`src/rtl/core/fsl_div_cell.sv`:
```
// one restoring division step per cell
module fsl_div_cell #(
    parameter int DW = 14,
    parameter int NW = 14,
    parameter int SW = 29
) (
    input  logic          aclk,
    input  logic          aresetn,
    input  logic          en,
    input  logic          valid_in,
    input  logic [DW-1:0] rem_in,
    input  logic [NW-1:0] nq_in,
    input  logic [DW-1:0] den_in,
    input  logic [SW-1:0] side_in,
    output logic          valid_out,
    output logic [DW-1:0] rem_out,
    output logic [NW-1:0] nq_out,
    output logic [DW-1:0] den_out,
    output logic [SW-1:0] side_out
);

    logic          valid_reg;
    logic [DW-1:0] rem_reg, rem_next;
    logic [NW-1:0] nq_reg, nq_next;
    logic [DW-1:0] den_reg;
    logic [SW-1:0] side_reg;
    logic [DW:0]   trial;
    logic [DW:0]   diff;
    logic          ge;

    always_comb begin
        trial    = {rem_in, nq_in[NW-1]};
        diff     = trial - {1'b0, den_in};
        ge       = trial >= {1'b0, den_in};
        rem_next = ge ? diff[DW-1:0] : trial[DW-1:0];
        nq_next  = {nq_in[NW-2:0], ge};
    end

    always_ff @(posedge aclk) begin
        if (!aresetn) begin
            valid_reg <= 1'b0;
        end else if (en) begin
            valid_reg <= valid_in;
        end
    end

    always_ff @(posedge aclk) begin
        if (en) begin
            rem_reg  <= rem_next;
            nq_reg   <= nq_next;
            den_reg  <= den_in;
            side_reg <= side_in;
        end
    end

    assign valid_out = valid_reg;
    assign rem_out   = rem_reg;
    assign nq_out    = nq_reg;
    assign den_out   = den_reg;
    assign side_out  = side_reg;

endmodule

```
`config.mk`:
```
export PLATFORM = sky130hd
export DESIGN_NAME = fsl_div_cell
export DESIGN_NICKNAME = d
export VERILOG_FILES = /design/src/rtl/core/fsl_div_cell.sv
export SDC_FILE = /design/constraint.sdc
export NUM_CORES = 1
export LEC_CHECK = 0
export ABC_CLOCK_PERIOD_IN_PS = 2900
export BUFFER_PORTS_ARGS = -buffer_cell sky130_fd_sc_hd__buf_4
export CORE_ASPECT_RATIO = 1.4
export CORE_MARGIN = 2
export CORE_UTILIZATION = 47
export DETAILED_ROUTE_END_ITERATION = 8
export GPL_TIMING_DRIVEN = 0
export HOLD_SLACK_MARGIN = 0.02
export PLACE_DENSITY = 0.8
export SLEW_MARGIN = 20
export SYNTH_ARGS = -nofsm -noshare
export SYNTH_HDL_FRONTEND = slang
export SYNTH_SLANG_ARGS = --single-unit
```
`constraint.sdc`:
```
create_clock -name aclk -period 2.9 [get_ports aclk]
set_input_delay 0.29 -clock aclk [delete_from_list [all_inputs] [get_ports aclk]]
set_output_delay 0.29 -clock aclk [all_outputs]
set_load 0.02 [all_outputs]
```
==> run summary <==
The flow ran to the end, and the final reports show no timing, DRC or antenna violations. The number of levels in the clock H-tree is 3. In this run the most critical hold path is launched from side_in[5].

The worst flop-to-flop path startpoint is valid_out$_SDFFE_PN0P_. After detailed routing, the number of remaining DRC violations is 0. For the wire length of the first global-routing pass, the log shows 11.6 mm.

Fraction of layout instances using a drive strength above 1: 0.510. In this run the power density over the cells is 607 mW/mm^2. The tools report the total via count in the routed design as 2,271. The later pin in the worst-skew pair is clocked with a latency of 330 ps.

The number of gates resized after CTS was 0. The clock period could shrink to 2200 ps. The required time reported for the critical path endpoint is 2990 ps, and the worst IR drop on VDD is 0.245 mV. The delay contributed by the slowest stage of the critical path is 390 ps. The total inserted antenna cells was 0; the flop and latch count out of synthesis was 72. In the final routed layout, each cell accounts on average for 18.3 um. Largest driver fanout on the critical path: 4. Area of the mapped netlist: 0.00319 mm^2.

After global routing the overflow that remains totals 0. In this run the critical register-to-register path is captured at valid_out$_SDFFE_PN0P_. The netlist uses 42 different library cells. The floorplan step defined a core boundary enclosing 0.00657 mm^2. The run gives 0 as the count of final max-slew check failures.

The port buffer count came out at 146. The worst setup path is launched from a primary input. The data arrival at the endpoint of the critical path was 2290 ps; the iteration-0 DRC count of the detailed router was 117. Grouping stages by cell kind, the critical path spends the most delay in compound AO/OA/AOI/OAI gates. The number of instances in the synthesized netlist is 202.

Static timing analysis puts the maximum clock frequency at 455 MHz. The tools report the detailed placer's ending HPWL as 5.70 mm. Number of clock sinks seen by CTS: 72. Leading register cell type out of synthesis: sky130_fd_sc_hd__edfxtp_1. The overall global routing resource usage was 0.214; the detailed-router iteration count before antenna repair was 4. After floorplanning, the core was divided into 35 placement rows. For the final routed database, the setup TNS stands at 0 ps. The tools report the total CTS buffers as 9. TritonCTS built the clock tree. Setup repair after global routing left no endpoint under its margin. The cell that appears most often on the critical path is sky130_fd_sc_hd__inv_1. The number of cells on the worst reg-to-reg path is 2. Setup violations remaining at the end of the flow were counted as 0.

Nature of the critical path endpoint: a register. The sequential share of the synthesized area is 0.674, and the reported max-cap violation count is 0. Clock-pin slew was measured on the worst setup and hold paths at 90 ps. The worst hold path stage count is 1, and the placer congestion estimate is 0.798.

147 I/O pins were placed. The tools report the root buffer selected by CTS as sky130_fd_sc_hd__clkbuf_8. From left edge to right edge, the die measures 73.7 um. The logs give 0 for the number of endpoints with negative hold slack in the final report and 73 for the pin count of the biggest net entering global routing. The number of nets handed over by synthesis was 293.

The count of hold buffers inserted by post-cts repair is 0. Measured along the y axis, the die boundary spans 102 um. The classification of the worst setup path is in2reg.

The fraction of registers with async set/reset is 0. The transition at the pin with the smallest max-transition slack is 889 ps, and the number of synthesized flops with an enable pin is 71. Setup slack on the worst reg-to-reg path comes out at 2260 ps. In this run the cell area measured after placement is 0.00438 mm^2. The tools report the leakage dissipation as 2.03 nW. The fraction of the cycle the final worst path needs was 0.757. In this run the remaining antenna-violating nets after routing total 0.

After routing the design area is 0.00460 mm^2. The post-synthesis area per instance came out at 15.8 um^2. The combined buffer and inverter count along the critical path came out at 3. Number of global-route vias before repair: 2,210. The routed design has 7.98 mm of wire.

The overall die area was 0.00748 mm^2; the number of antenna violations at the first check in global routing was 0. The path with the worst hold slack has its endpoint at side_out[5]$_DFFE_PP_. The area overhead of the layout relative to synthesis is 44.0%.

Using the TritonRoute via totals, the vias-per-cell ratio works out to 5.20. The starting density of the core was 0.486; the post-layout net count was 450. The tightest min-delay check is of the in2reg type. No sink is reached through more buffers than the 2 on the longest clock path.

The slowest stage of the critical path belongs to the cell sky130_fd_sc_hd__fa_1. After clock tree synthesis, the setup repair step added 0 buffers. The logs give 0 for the number of warning messages in the yosys log and 0 ps for the setup skew after layout.

The worst slew margin relative to its limit was 0.407. Traced cell by cell, the critical path runs through buf_4 -> inv_1 -> ha_1 -> inv_1 -> fa_1 -> a21oi_1 -> o2111a_1 -> o21bai_1 -> a21o_1 -> xor2_1 -> mux2_4.
[worst max-delay path by stage]
stage	start	to	slack, ps	cells past startpoint
final	nq_in[13]	rem_out[8]$_DFFE_PP_	700	11
after global routing	nq_in[13]	rem_out[8]$_DFFE_PP_	590	11
after CTS	nq_in[13]	rem_out[8]$_DFFE_PP_	720	11
after detailed placement	nq_in[13]	rem_out[8]$_DFFE_PP_	360	11
after global placement	nq_in[13]	rem_out[8]$_DFFE_PP_	370	11
after floorplan	nq_in[13]	rem_out[8]$_DFFE_PP_	640	10
[sequential cells by signal, summed over array words and instances, names as in the netlist]
signal	flops
valid_out	1
side_out	29
nq_out	14
rem_out	14
den_out	14
[through the flow]
| stage | instances | power [W] | hold slack, ps | util | setup WS, ps |
|---|---|---|---|---|---|
| 6_report | 437 | 0.00279 | 113 | 0.700 | 704 |
| 5_1_grt | 437 | 0.00289 | 97.0 | 0.700 | 586 |
| 4_1_cts | 437 | 0.00281 | 105 | 0.700 | 716 |
| 3_5_place_dp | 422 | 0.00193 | 469 | 0.667 | 355 |
| 3_3_place_gp | 422 | 0.00191 | 468 | 0.667 | 373 |
| 2_1_floorplan | 202 | 0.00165 | 389 | - | 643 |
[kinds of logic (layout without fill, tap and decap cells)]
logic type                 after synthesis  in the layout  share of synthesized area
xor gates and xnor gates                10             10                     0.0274
and+or+nand+nor                         34             34                     0.0556
DFF                                     72             72                      0.674
adders and majority gates               16             16                     0.0650
muxes                                   16             16                     0.0631
AOI/OAI and AO/OA                       31             31                     0.0831
buffers and inverters                   23            184                     0.0317
[synthesized netlist by cell type, types with 2 or more instances]
cell                        count  share of area
sky130_fd_sc_hd__a21o_1         3         0.0071
sky130_fd_sc_hd__a21oi_1        5         0.0078
sky130_fd_sc_hd__a31oi_2        2         0.0078
sky130_fd_sc_hd__and3_1         3         0.0059
sky130_fd_sc_hd__buf_6          2         0.0071
sky130_fd_sc_hd__edfxtp_1      71           0.67
sky130_fd_sc_hd__ha_1          15          0.059
sky130_fd_sc_hd__inv_1         21          0.025
sky130_fd_sc_hd__mux2_2         5          0.018
sky130_fd_sc_hd__mux2_4         7          0.033
sky130_fd_sc_hd__mux2i_1        4          0.013
sky130_fd_sc_hd__nand2_1        4         0.0047
sky130_fd_sc_hd__nand3_1        5         0.0078
sky130_fd_sc_hd__nor2_1        11          0.013
sky130_fd_sc_hd__nor2b_1        4         0.0078
sky130_fd_sc_hd__o2111ai_1      2         0.0055
sky130_fd_sc_hd__o21a_1         2         0.0047
sky130_fd_sc_hd__o21ai_0        2         0.0031
sky130_fd_sc_hd__o21bai_1       2         0.0047
sky130_fd_sc_hd__o311ai_0       2         0.0055
sky130_fd_sc_hd__xnor2_1        8          0.022
sky130_fd_sc_hd__xor2_1         2         0.0055
[report_power, final]
group | switching, W | internal, W | total [W]
Sequential | 0.0000309 | 0.00126 | 0.00129
Clock | 0.000388 | 0.000486 | 0.000874
Combinational | 0.000325 | 0.000301 | 0.000626
Total | 0.000743 | 0.00205 | 0.00279
[worst reg2reg max path, cell delays in order (launching register included)]
cell and delay (ps):
sky130_fd_sc_hd__dfxtp_1 350, sky130_fd_sc_hd__mux2i_1 80, sky130_fd_sc_hd__nor2b_1 150
[layout make-up]
type                       count  area (um^2)
clock inverter                 6         92.6
tap                           74         92.6
clock buffer                   9          124
buffer                         2         22.5
fill                         445         1970
multi-input combinational    107          940
timing repair buffer         146         1100
sequential                    72         2150
inverter                      21         78.8
[cell usage in the layout, fill, tap and decap left out, types with 3 or more instances in the layout]
| cell | instances |
|---|---|
| sky130_fd_sc_hd__xnor2_1 | 8 |
| sky130_fd_sc_hd__edfxtp_1 | 71 |
| sky130_fd_sc_hd__inv_1 | 21 |
| sky130_fd_sc_hd__and3_1 | 3 |
| sky130_fd_sc_hd__mux2_2 | 5 |
| sky130_fd_sc_hd__a21oi_1 | 5 |
| sky130_fd_sc_hd__buf_4 | 146 |
| sky130_fd_sc_hd__ha_1 | 15 |
| sky130_fd_sc_hd__a21o_1 | 3 |
| sky130_fd_sc_hd__nand3_1 | 5 |
| sky130_fd_sc_hd__nor2b_1 | 4 |
| sky130_fd_sc_hd__nor2_1 | 11 |
| sky130_fd_sc_hd__mux2_4 | 7 |
| sky130_fd_sc_hd__clkbuf_8 | 9 |
| sky130_fd_sc_hd__mux2i_1 | 4 |
| sky130_fd_sc_hd__nand2_1 | 4 |
[layer usage]
layer,vias up,track usage,wire [um]
met5,-,0,0
met2,119,0.387,4380
li1,1069,-,-
met3,7,0.0637,779
met1,1076,0.236,2720
met4,0,0.0671,99
Note: power is estimated with default switching activity, not from simulation.
