## config.mk

```make
export PLATFORM = sky130hd
export DESIGN_NAME = fsl_sqrt_cell
export DESIGN_NICKNAME = d
export VERILOG_FILES = /design/src/rtl/core/fsl_sqrt_cell.sv
export SDC_FILE = /design/constraint.sdc
export NUM_CORES = 1
export LEC_CHECK = 0
export BUFFER_PORTS_ARGS = -buffer_cell sky130_fd_sc_hd__buf_2
export CORE_MARGIN = 4
export CORE_UTILIZATION = 30
export CTS_BUF_LIST = sky130_fd_sc_hd__clkbuf_8
export CTS_CLUSTER_DIAMETER = 150
export DETAILED_ROUTE_END_ITERATION = 6
export GPL_TIMING_DRIVEN = 0
export PLACE_DENSITY = 0.68
export SKIP_LAST_GASP = 1
export SLEW_MARGIN = 20
export SYNTH_ARGS = -nofsm -noshare
export SYNTH_HDL_FRONTEND = slang
export SYNTH_SLANG_ARGS = --single-unit
```

## constraint.sdc

```tcl
create_clock -name aclk -period 2.7 [get_ports aclk]
set_clock_uncertainty 0.2 [all_clocks]
set_input_delay 0.135 -clock aclk [delete_from_list [all_inputs] [get_ports aclk]]
set_output_delay 0.135 -clock aclk [all_outputs]
set_load 0.02 [all_outputs]
```

## src/rtl/core/fsl_sqrt_cell.sv

```systemverilog
// one digit-by-digit square root step per cell, two value bits in, one root bit out
module fsl_sqrt_cell #(
    parameter int RW = 14,
    parameter int SW = 29
) (
    input  logic            aclk,
    input  logic            aresetn,
    input  logic            en,
    input  logic            valid_in,
    input  logic [RW:0]     rem_in,
    input  logic [RW-1:0]   root_in,
    input  logic [2*RW-1:0] val_in,
    input  logic [SW-1:0]   side_in,
    output logic            valid_out,
    output logic [RW:0]     rem_out,
    output logic [RW-1:0]   root_out,
    output logic [2*RW-1:0] val_out,
    output logic [SW-1:0]   side_out
);

    localparam int VW = 2 * RW;

    logic          valid_reg;
    logic [RW:0]   rem_reg, rem_next;
    logic [RW-1:0] root_reg, root_next;
    logic [VW-1:0] val_reg, val_next;
    logic [SW-1:0] side_reg;
    logic [RW+2:0] trial;
    logic [RW+2:0] test;
    logic [RW+2:0] diff;
    logic          ge;

    always_comb begin
        trial     = {rem_in, val_in[VW-1:VW-2]};
        test      = {1'b0, root_in, 2'b01};
        diff      = trial - test;
        ge        = trial >= test;
        rem_next  = ge ? diff[RW:0] : trial[RW:0];
        root_next = {root_in[RW-2:0], ge};
        val_next  = {val_in[VW-3:0], 2'b00};
    end

    always_ff @(posedge aclk) begin
        if (!aresetn) begin
            valid_reg <= 1'b0;
        end else if (en) begin
            valid_reg <= valid_in;
        end
    end

    always_ff @(posedge aclk) begin
        if (en) begin
            rem_reg  <= rem_next;
            root_reg <= root_next;
            val_reg  <= val_next;
            side_reg <= side_in;
        end
    end

    assign valid_out = valid_reg;
    assign rem_out   = rem_reg;
    assign root_out  = root_reg;
    assign val_out   = val_reg;
    assign side_out  = side_reg;

endmodule

```

==> results of run 1 <==
-- worst max-delay path: stages --
cell and delay [ps]:
dlygate4sd3_1 540, buf_2 130, ha_1 240, a21o_1 190, a21o_1 180, a21oi_1 290
o21a_2 200, o31ai_4 130, buf_12 190, mux2_4 290
-- per-layer routing --
layer	up-vias	global-route usage (%)	wire length, microns
met5	-	0	13
met4	2	5.71	184
met3	14	4.81	845
met2	126	24.9	5010
met1	1314	17.5	4220
li1	1358	-	-
-- registers in the layout, indices dropped and copies added (netlist names) --
name / cells
rem_out: 15
root_out: 14
side_out: 29
val_out: 26
valid_out: 1
-- area by class of cell --
type | count | area [sq um]
clock inverter | 7 | 98.8
buffer | 4 | 46.3
sequential | 85 | 2540
inverter | 17 | 63.8
multi-input combinational | 112 | 961
fill | 1004 | 5800
tap | 143 | 179
timing repair buffer | 260 | 1750
clock buffer | 9 | 124
-- cells by family after synthesis --
family	Yosys count	share of synthesized area, %
DFF	85	70.6
muxes	16	5.59
other	1	0.104
buffers and inverters	21	3.06
adders and majority gates	16	5.56
AOI/OAI and AO/OA	35	7.61
and+or+nand+nor	29	4.10
xor gates and xnor gates	14	3.40
-- Yosys cell counts, drive strengths merged (4+ instances only) --
master	n	area share [%]
ha	16	5.6
a21o	4	0.83
xor2	4	0.97
nor2	10	1.1
buf	4	1.3
mux2i	4	1.1
inv	17	1.8
a21oi	12	1.8
nand4	4	0.69
mux2	12	4.5
nand2	6	0.63
edfxtp	84	70
xnor2	10	2.4
-- what timing repair did --
action,in CTS,in global routing
resized for setup,0,2
hold buffers,85,0
buffers inserted,0,0
setup endpoints to repair,0,7
endpoints found under the hold margin,84,0
-- through the flow --
stage	cell area, sq um	util (%)	hold WS [ps]
2_1_floorplan	3610	-	33.9
3_3_place_gp	4660	40.3	112
3_5_place_dp	4690	40.5	113
4_1_cts	5760	49.8	27.0
5_1_grt	5770	49.9	41.5
6_report	5770	49.9	38.7
-- how the worst min path moves through the flow --
stage                from      endpoint  slack [ps]  cells past startpoint
4_1_cts                en   rem_out[10]          30                      1
3_5_place_dp   side_in[4]   side_out[4]         110                      1
3_3_place_gp   val_in[14]   val_out[16]         110                      1
6_report               en   val_out[18]          40                      1
2_1_floorplan  root_in[9]  root_out[10]          30                      0
5_1_grt                en   val_out[18]          40                      1
-- power by group through the flow --
stage | Clock [W] | Combinational [W] | Sequential (W)
finish | 0.00101 | 0.000758 | 0.00162
global route | 0.00110 | 0.000816 | 0.00164
CTS | 0.00105 | 0.000760 | 0.00162
detailed placement | 0 | 0.000659 | 0.00165
global placement | 0 | 0.000647 | 0.00165
floorplan | 0 | 0.000236 | 0.00182
==> run_results.csv, run 1 <==
group,metric,value,unit
status,status,"finished clean",
global_route,grt_pass1_wl,16.1,mm
yosys,synthFlopType,"edfxtp_1",
cts,tritoncts,"yes",
flow_run,drv_cap,0,
sta,tns,0,ps
power,p_leak,2.54,nW
sta,rsz0062_at_grt,"false",
yosys,postSynthAreaPerCell,16.6,sq um
setup_path,r2r-end,"valid_out",
cells_and_area,layout-drive-gt1-share,43.5,%
placement,dp_hpwl,7.11,mm
cells_and_area,final_nets,595,
sta,max_freq,0.385,GHz
power,total_power,0.00339,W
placement,dp_slack,-95.1,ps
floorplan,rows,39,
cells_and_area,stdcell_count,637,
detailed_routing,routedWlPerCell,16.1,microns
global_route,grt_max_degree,57,
detailed_routing,drt_iter0_markers,204,
sta,final-setup-viol-count,0,
cts,clk_pin_slew_worst_paths,90,ps
power,share_comb_of_total_power,22.4,%
global_route,grt_usage,14.7,%
sta,finalWorstSetupSlack,101,ps
floorplan,die_w,118,microns
cts,numCtsBuffers,9,
cells_and_area,antennaDiodeCount,0,
sta,layout_min_cycle_time,2600,ps
detailed_routing,ant_nets,0,
setup_path,cp_max_fo,10,
setup_path,cp-end-kind,"flop",
cts,h-tree-depth,3,
placement,globalplace.congestion,0.795,
power,power_frac_seq,47.9,%
cts,cts_buffer_depth,2,
floorplan,initial_utilization,31.1,%
cts,clockRootBuffer,"clkbuf_8",
setup_path,ff2ff_setup_slack,1340,ps
yosys,syn-cell-area,3600,sq um
floorplan,die_height,118,microns
global_route,antenna_found_initial,1,
setup_path,crit_arrival,2510,ps
cells_and_area,final_cell_mix,"buf_2 (173), dlygate4sd3_1 (85), edfxtp_1 (84)",
power,swShare,27.1,%
yosys,synth_edf_count,84,
placement,dp.cells,536,
power,clockPowerShare,29.7,%
sta,slew_violations,0,
placement,port_buffers,174,
floorplan,ios,177,
yosys,ys_seq_elements,85,
setup_path,critPathCapture,"rem_out[12]",
sta,hold_violations,0,
detailed_routing,drt_pass1_iterations,4,
detailed_routing,drc,0,
global_route,overflow,0,
setup_path,crit_type,"in -> reg",
yosys,ys_seq_area_share,70.6,%
floorplan,dieArea,13800,sq um
yosys,synth_cells,217,
yosys,synth_cell_types,41,
cts,clock_latency,350,ps
sta,fin_crit_sh,96.3,%
detailed_routing,vias,2814,
power,p_int,0.00247,W
setup_path,critPathLaunchType,"input port",
cells_and_area,layout_commonest_cell,"buf_2",
yosys,ys_warn_count,0,
worst_hold_path,hold_path_class,"in -> reg",
global_route,first_global_vias,2998,
cells_and_area,syn2layout_area_growth,60.1,%
floorplan,fp.coreArea,11600,sq um
setup_path,r2r_cells,3,
yosys,async_flop_share,0,%
setup_path,required,2610,ps
setup_path,rr_startpoint,"valid_out",
setup_path,cp-startpoint,"rem_in[7]",
power,ir_drop,0.000217,V
cts,cts.sinks,85,
power,switching_power,0.000920,W
detailed_routing,routed_wl,10.3,mm
detailed_routing,vias_per_cell,4.42,
power,powerDensity,588,nW/um^2
No activity file was read; power rests on OpenSTA's default activity.
==> inputs of run 2 (changes only) <==
==> constraint.sdc (replaced) <==
create_clock -name aclk -period 2.7 [get_ports aclk]
set_clock_uncertainty 0.2 [all_clocks]
set_input_delay 0.54 -clock aclk [delete_from_list [all_inputs] [get_ports aclk]]
set_output_delay 0.54 -clock aclk [all_outputs]
set_load 0.02 [all_outputs]
==> run_results.csv, run 2 (synthesized netlist as in run 1, its figures left out) <==
group,metric,value,unit
status,status,"finished clean",
setup_path,r2r-end,"valid_out",
sta,tns,0,ps
cts,tritoncts,"yes",
cts,numCtsBuffers,9,
cells_and_area,n_fill_cell,1076,
global_route,first_global_vias,2485,
worst_hold_path,hold_path_startpoint,"side_in[19]",
placement,globalplace.congestion,0.802,
floorplan,rows,39,
cts,h-tree-depth,3,
sta,worst_hold_slack,149,ps
global_route,grt_usage,12.9,%
setup_path,ff2ff_setup_slack,1910,ps
sta,layout_min_cycle_time,2600,ps
sta,rsz0062_at_grt,"false",
floorplan,die_height,118,microns
worst_hold_path,hold_path_class,"in -> reg",
setup_path,crit_type,"in -> reg",
sta,max_freq,0.385,GHz
detailed_routing,ant_nets,0,
placement,port_buffers,174,
detailed_routing,vias_per_cell,4.47,
sta,fin_crit_sh,96.2,%
setup_path,critPathCapture,"rem_out[4]",
cts,cts_hold_buf,0,
floorplan,ios,177,
power,powerDensity,632,nW/um^2
setup_path,rr_startpoint,"valid_out",
detailed_routing,drt_pass1_iterations,4,
detailed_routing,drt_iter0_markers,167,
cts,cts_buffer_depth,2,
setup_path,crit_arrival,2500,ps
flow_run,drv_cap,0,
cells_and_area,multiInputGateArea,978,sq um
global_route,antenna_found_initial,2,
power,ir_drop,0.000202,V
cells_and_area,largest_reg_flops,29,
global_route,grt_pass1_wl,13.8,mm
global_route,grt_max_degree,57,
sta,hold_violations,0,
cells_and_area,layout-drive-gt1-share,52.9,%
cts,clockRootBuffer,"clkbuf_8",
setup_path,r2r_cells,2,
cells_and_area,final_area,4900,sq um
detailed_routing,drc,0,
power,p_leak,2.16,nW
setup_path,cp-end-kind,"flop",
floorplan,fp.coreArea,11600,sq um
detailed_routing,routed_wl,9.01,mm
setup_path,cp-startpoint,"root_in[2]",
cells_and_area,regArea,2540,sq um
cells_and_area,final_nets,511,
floorplan,die_w,118,microns
sta,slew_violations,0,
setup_path,critPathLaunchType,"input port",
cells_and_area,layout_commonest_cell,"buf_2",
sta,final-setup-viol-count,0,
detailed_routing,vias,2478,
worst_hold_path,min_path_cells,1,
cts,clock_latency,360,ps
floorplan,initial_utilization,31.1,%
cells_and_area,final_cell_mix,"buf_2 (173), edfxtp_1 (84), inv_1 (17)",
placement,dpl-instance-area,4710,sq um
setup_path,required,2610,ps
floorplan,dieArea,13800,sq um
placement,dp_hpwl,7.02,mm
setup_path,cp_max_fo,6,
cts,clk_pin_slew_worst_paths,90,ps
detailed_routing,routedWlPerCell,16.3,microns
cts,cts.sinks,85,
cells_and_area,syn2layout_area_growth,36.0,%
global_route,overflow,0,
run 2: changes by cell type in the layout (fill, tap and decap cells not counted), moves of 2 or more:
cell / change
dlygate4sd3_1: -85
clkinvlp_4: +2
ha_4: +2
ha_1: -2
bufinv_16: -2
run 2: repair_timing:
action / in CTS / in global routing
resized for setup: 0 / 1
setup buffers: 1 / 0
setup endpoints to repair: 7 / 2
endpoints found under the hold margin: 0 / 0
pin swaps: 1 / 1
run 2: how the worst min path moves through the flow:
stage | to
after floorplan | valid_out
after global placement | valid_out
after detailed placement | valid_out
after CTS | side_out[16]
after global routing | side_out[28]
final | side_out[19]
run 2: worst max-delay path, cell delays in order:
cell and delay (ps):
buf_2 90, inv_1 40, ha_1 390, a21oi_1 160
a211oi_2 330, nor2_2 110, o31ai_4 300, buf_4 210
mux2_2 340
run 2: power by group:
group | switching, W | total, W | internal [W] | leakage, nW
logic | 0.000387 | 0.000662 | 0.000275 | 1.25
clock network | 0.000480 | 0.000817 | 0.000337 | 0.0797
registers | 0.0000273 | 0.00162 | 0.00159 | 0.830
total | 0.000895 | 0.00310 | 0.00220 | 2.16
run 2: layer usage:
| layer | share of wire, % | GRT usage [%] | wire (microns) |
|---|---|---|---|
| met5 | 0.14 | 0 | 13 |
| met4 | 2.2 | 6.45 | 197 |
| met3 | 8.9 | 5.53 | 802 |
| met2 | 47 | 20.6 | 4240 |
| met1 | 42 | 14.9 | 3750 |
run 2: through the flow:
stage                     cells  worst slack, ps  util, %  total power, W
final                       554              104     42.4         0.00310
after global routing        554             9.04     42.4         0.00326
after CTS                   553             76.0     42.3         0.00315
after detailed placement    536             -433     40.8         0.00232
after global placement      535             -441     40.5         0.00231
after floorplan             218             1.89        -         0.00206
run 2: layout make-up:
type / count / share of cell area, %
Inverter: 17 / 1.35
Clock buffer: 9 / 2.53
Tap cell: 143 / 3.65
Sequential cell: 85 / 51.9
Multi-Input combinational cell: 112 / 20.0
Clock inverter: 7 / 1.05
Antenna cell: 1 / 0.0511
Buffer: 4 / 0.945
Timing Repair Buffer: 176 / 18.5
==> inputs of run 3 (changes only) <==
--- a/config.mk
+++ b/config.mk
@@ -7,12 +7,12 @@
 export LEC_CHECK = 0
 export BUFFER_PORTS_ARGS = -buffer_cell sky130_fd_sc_hd__buf_2
 export CORE_MARGIN = 4
-export CORE_UTILIZATION = 30
+export CORE_UTILIZATION = 47
 export CTS_BUF_LIST = sky130_fd_sc_hd__clkbuf_8
 export CTS_CLUSTER_DIAMETER = 150
 export DETAILED_ROUTE_END_ITERATION = 6
 export GPL_TIMING_DRIVEN = 0
-export PLACE_DENSITY = 0.68
+export PLACE_DENSITY = 0.94
 export SKIP_LAST_GASP = 1
 export SLEW_MARGIN = 20
 export SYNTH_ARGS = -nofsm -noshare
==> run_results.csv, run 3 (synthesized netlist as in run 1, its figures left out) <==
group,metric,value,unit
setup_path,cp_cell_sequence,"buf_2, inv_4, ha_4, o21a_1, o211ai_2, a211oi_2, nor2_2, o31ai_4, buf_4, mux2_2",
sta,max_slew_margin,63.6,%
setup_path,path_delay_family,"compound AO/OA/AOI/OAI gates",
setup_path,cp.buffers_inverters,3,
cts,ctsResizeCount,0,
sta,hold_violations,0,
global_route,grt_pass1_wl,13.3,mm
cts,clk_pin_slew_worst_paths,90,ps
detailed_routing,routedWlPerCell,18.2,microns
detailed_routing,drt_pass1_iterations,4,
detailed_routing,routed_wl,9.28,mm
sta,layout_min_cycle_time,2570,ps
placement,globalplace.congestion,0.811,
floorplan,die_height,95.5,microns
setup_path,critPathLaunchType,"input port",
cts,h-tree-depth,3,
cells_and_area,layout_commonest_cell,"buf_2",
power,ir_drop,0.000332,V
global_route,grt_max_degree,46,
floorplan,ios,177,
power,powerDensity,685,nW/um^2
detailed_routing,vias,2532,
setup_path,crit_type,"in -> reg",
global_route,overflow,0,
cts,tritoncts,"yes",
setup_path,critPathMaxStageDelay,330,ps
sta,final-setup-viol-count,0,
cts,numCtsBuffers,9,
power,p_leak,2.20,nW
setup_path,cp_max_fo,4,
detailed_routing,drt_iter0_markers,60,
placement,dp_hpwl,7.05,mm
cells_and_area,layout-drive-gt1-share,53.0,%
floorplan,fp.coreArea,7370,sq um
setup_path,crit_arrival,2470,ps
floorplan,dieArea,9130,sq um
global_route,antenna_found_initial,0,
cells_and_area,syn2layout_area_growth,36.3,%
cells_and_area,final_nets,512,
floorplan,rows,31,
sta,worst_hold_slack,165,ps
floorplan,die_w,95.5,microns
sta,rsz0062_at_grt,"false",
global_route,grt_usage,20.0,%
cells_and_area,largest_reg_flops,29,
cells_and_area,antennaDiodeCount,0,
status,status,"finished clean",
detailed_routing,vias_per_cell,4.96,
cts,cts_hold_buf,0,
power,total_power,0.00336,W
setup_path,cp-end-kind,"flop",
worst_hold_path,hold_path_class,"in -> reg",
sta,slew_violations,0,
sta,fin_crit_sh,95.3,%
sta,worstMarginPinSlew,546,ps
cts,cts.sinks,85,
flow_run,drv_cap,0,
sta,max_freq,0.389,GHz
floorplan,initial_utilization,48.9,%
cts,clock_latency,330,ps
detailed_routing,ant_nets,0,
placement,port_buffers,174,
setup_path,worst_path_max_delay_cell,"mux2_2",
cts,clockRootBuffer,"clkbuf_8",
cts,cts_buffer_depth,2,
setup_path,required,2600,ps
global_route,first_global_vias,2565,
cells_and_area,final_cell_mix,"buf_2 (173), edfxtp_1 (84), inv_1 (16)",
detailed_routing,drc,0,
-- run 3: metrics by stage --
stage | TNS (ps) | instances | cell area, sq um | setup slack, ps | utilization [%]
after floorplan | 0 | 218 | 3630 | 1.89 | -
after global routing | 0 | 510 | 4910 | 29.7 | 66.6
final | 0 | 510 | 4910 | 126 | 66.6
after detailed placement | -4070 | 492 | 4650 | -370 | 63.1
after CTS | 0 | 510 | 4910 | 80.7 | 66.6
after global placement | -3690 | 491 | 4630 | -342 | 62.8
-- run 3: area by class of cell --
cell class / count / area, sq um
fillers: 533 / 2460
inverters: 17 / 66.3
multi-input cells: 112 / 978
well taps: 99 / 124
flip-flops and latches: 85 / 2540
clock buffers: 9 / 124
clock inverters: 7 / 121
plain buffers: 4 / 46.3
repair buffers: 177 / 908
-- run 3: final timing paths --
check,startpoint,cells past startpoint,slack [ps],endpoint
worst max register to register,valid_out,2,1900,valid_out
worst max-delay path,root_in[0],10,130,rem_out[4]
worst min register to register,valid_out,2,340,valid_out
worst min-delay path,val_in[19],1,170,val_out[21]
-- run 3: per-layer routing --
layer | share of wire [%] | GRT usage (%) | wire length (microns) | vias to the layer above
li1 | - | - | - | 1195
met1 | 35 | 21.3 | 3280 | 1190
met2 | 52 | 36.0 | 4850 | 128
met3 | 10 | 6.71 | 933 | 19
met4 | 2.3 | 8.06 | 216 | 0
met5 | 0 | 0 | 0 | -
-- run 3: power breakdown --
part	total (W)	internal, W	leakage [nW]	switching [W]
clock	0.00107	0.000621	0.119	0.000450
sequential	0.00163	0.00159	0.830	0.0000327
combinational	0.000667	0.000275	1.25	0.000392
-- run 3: repair_timing --
item | in CTS | in global routing
buffers inserted | 2 | 0
endpoints found under the setup margin | 7 | 3
pin swaps | 1 | 1
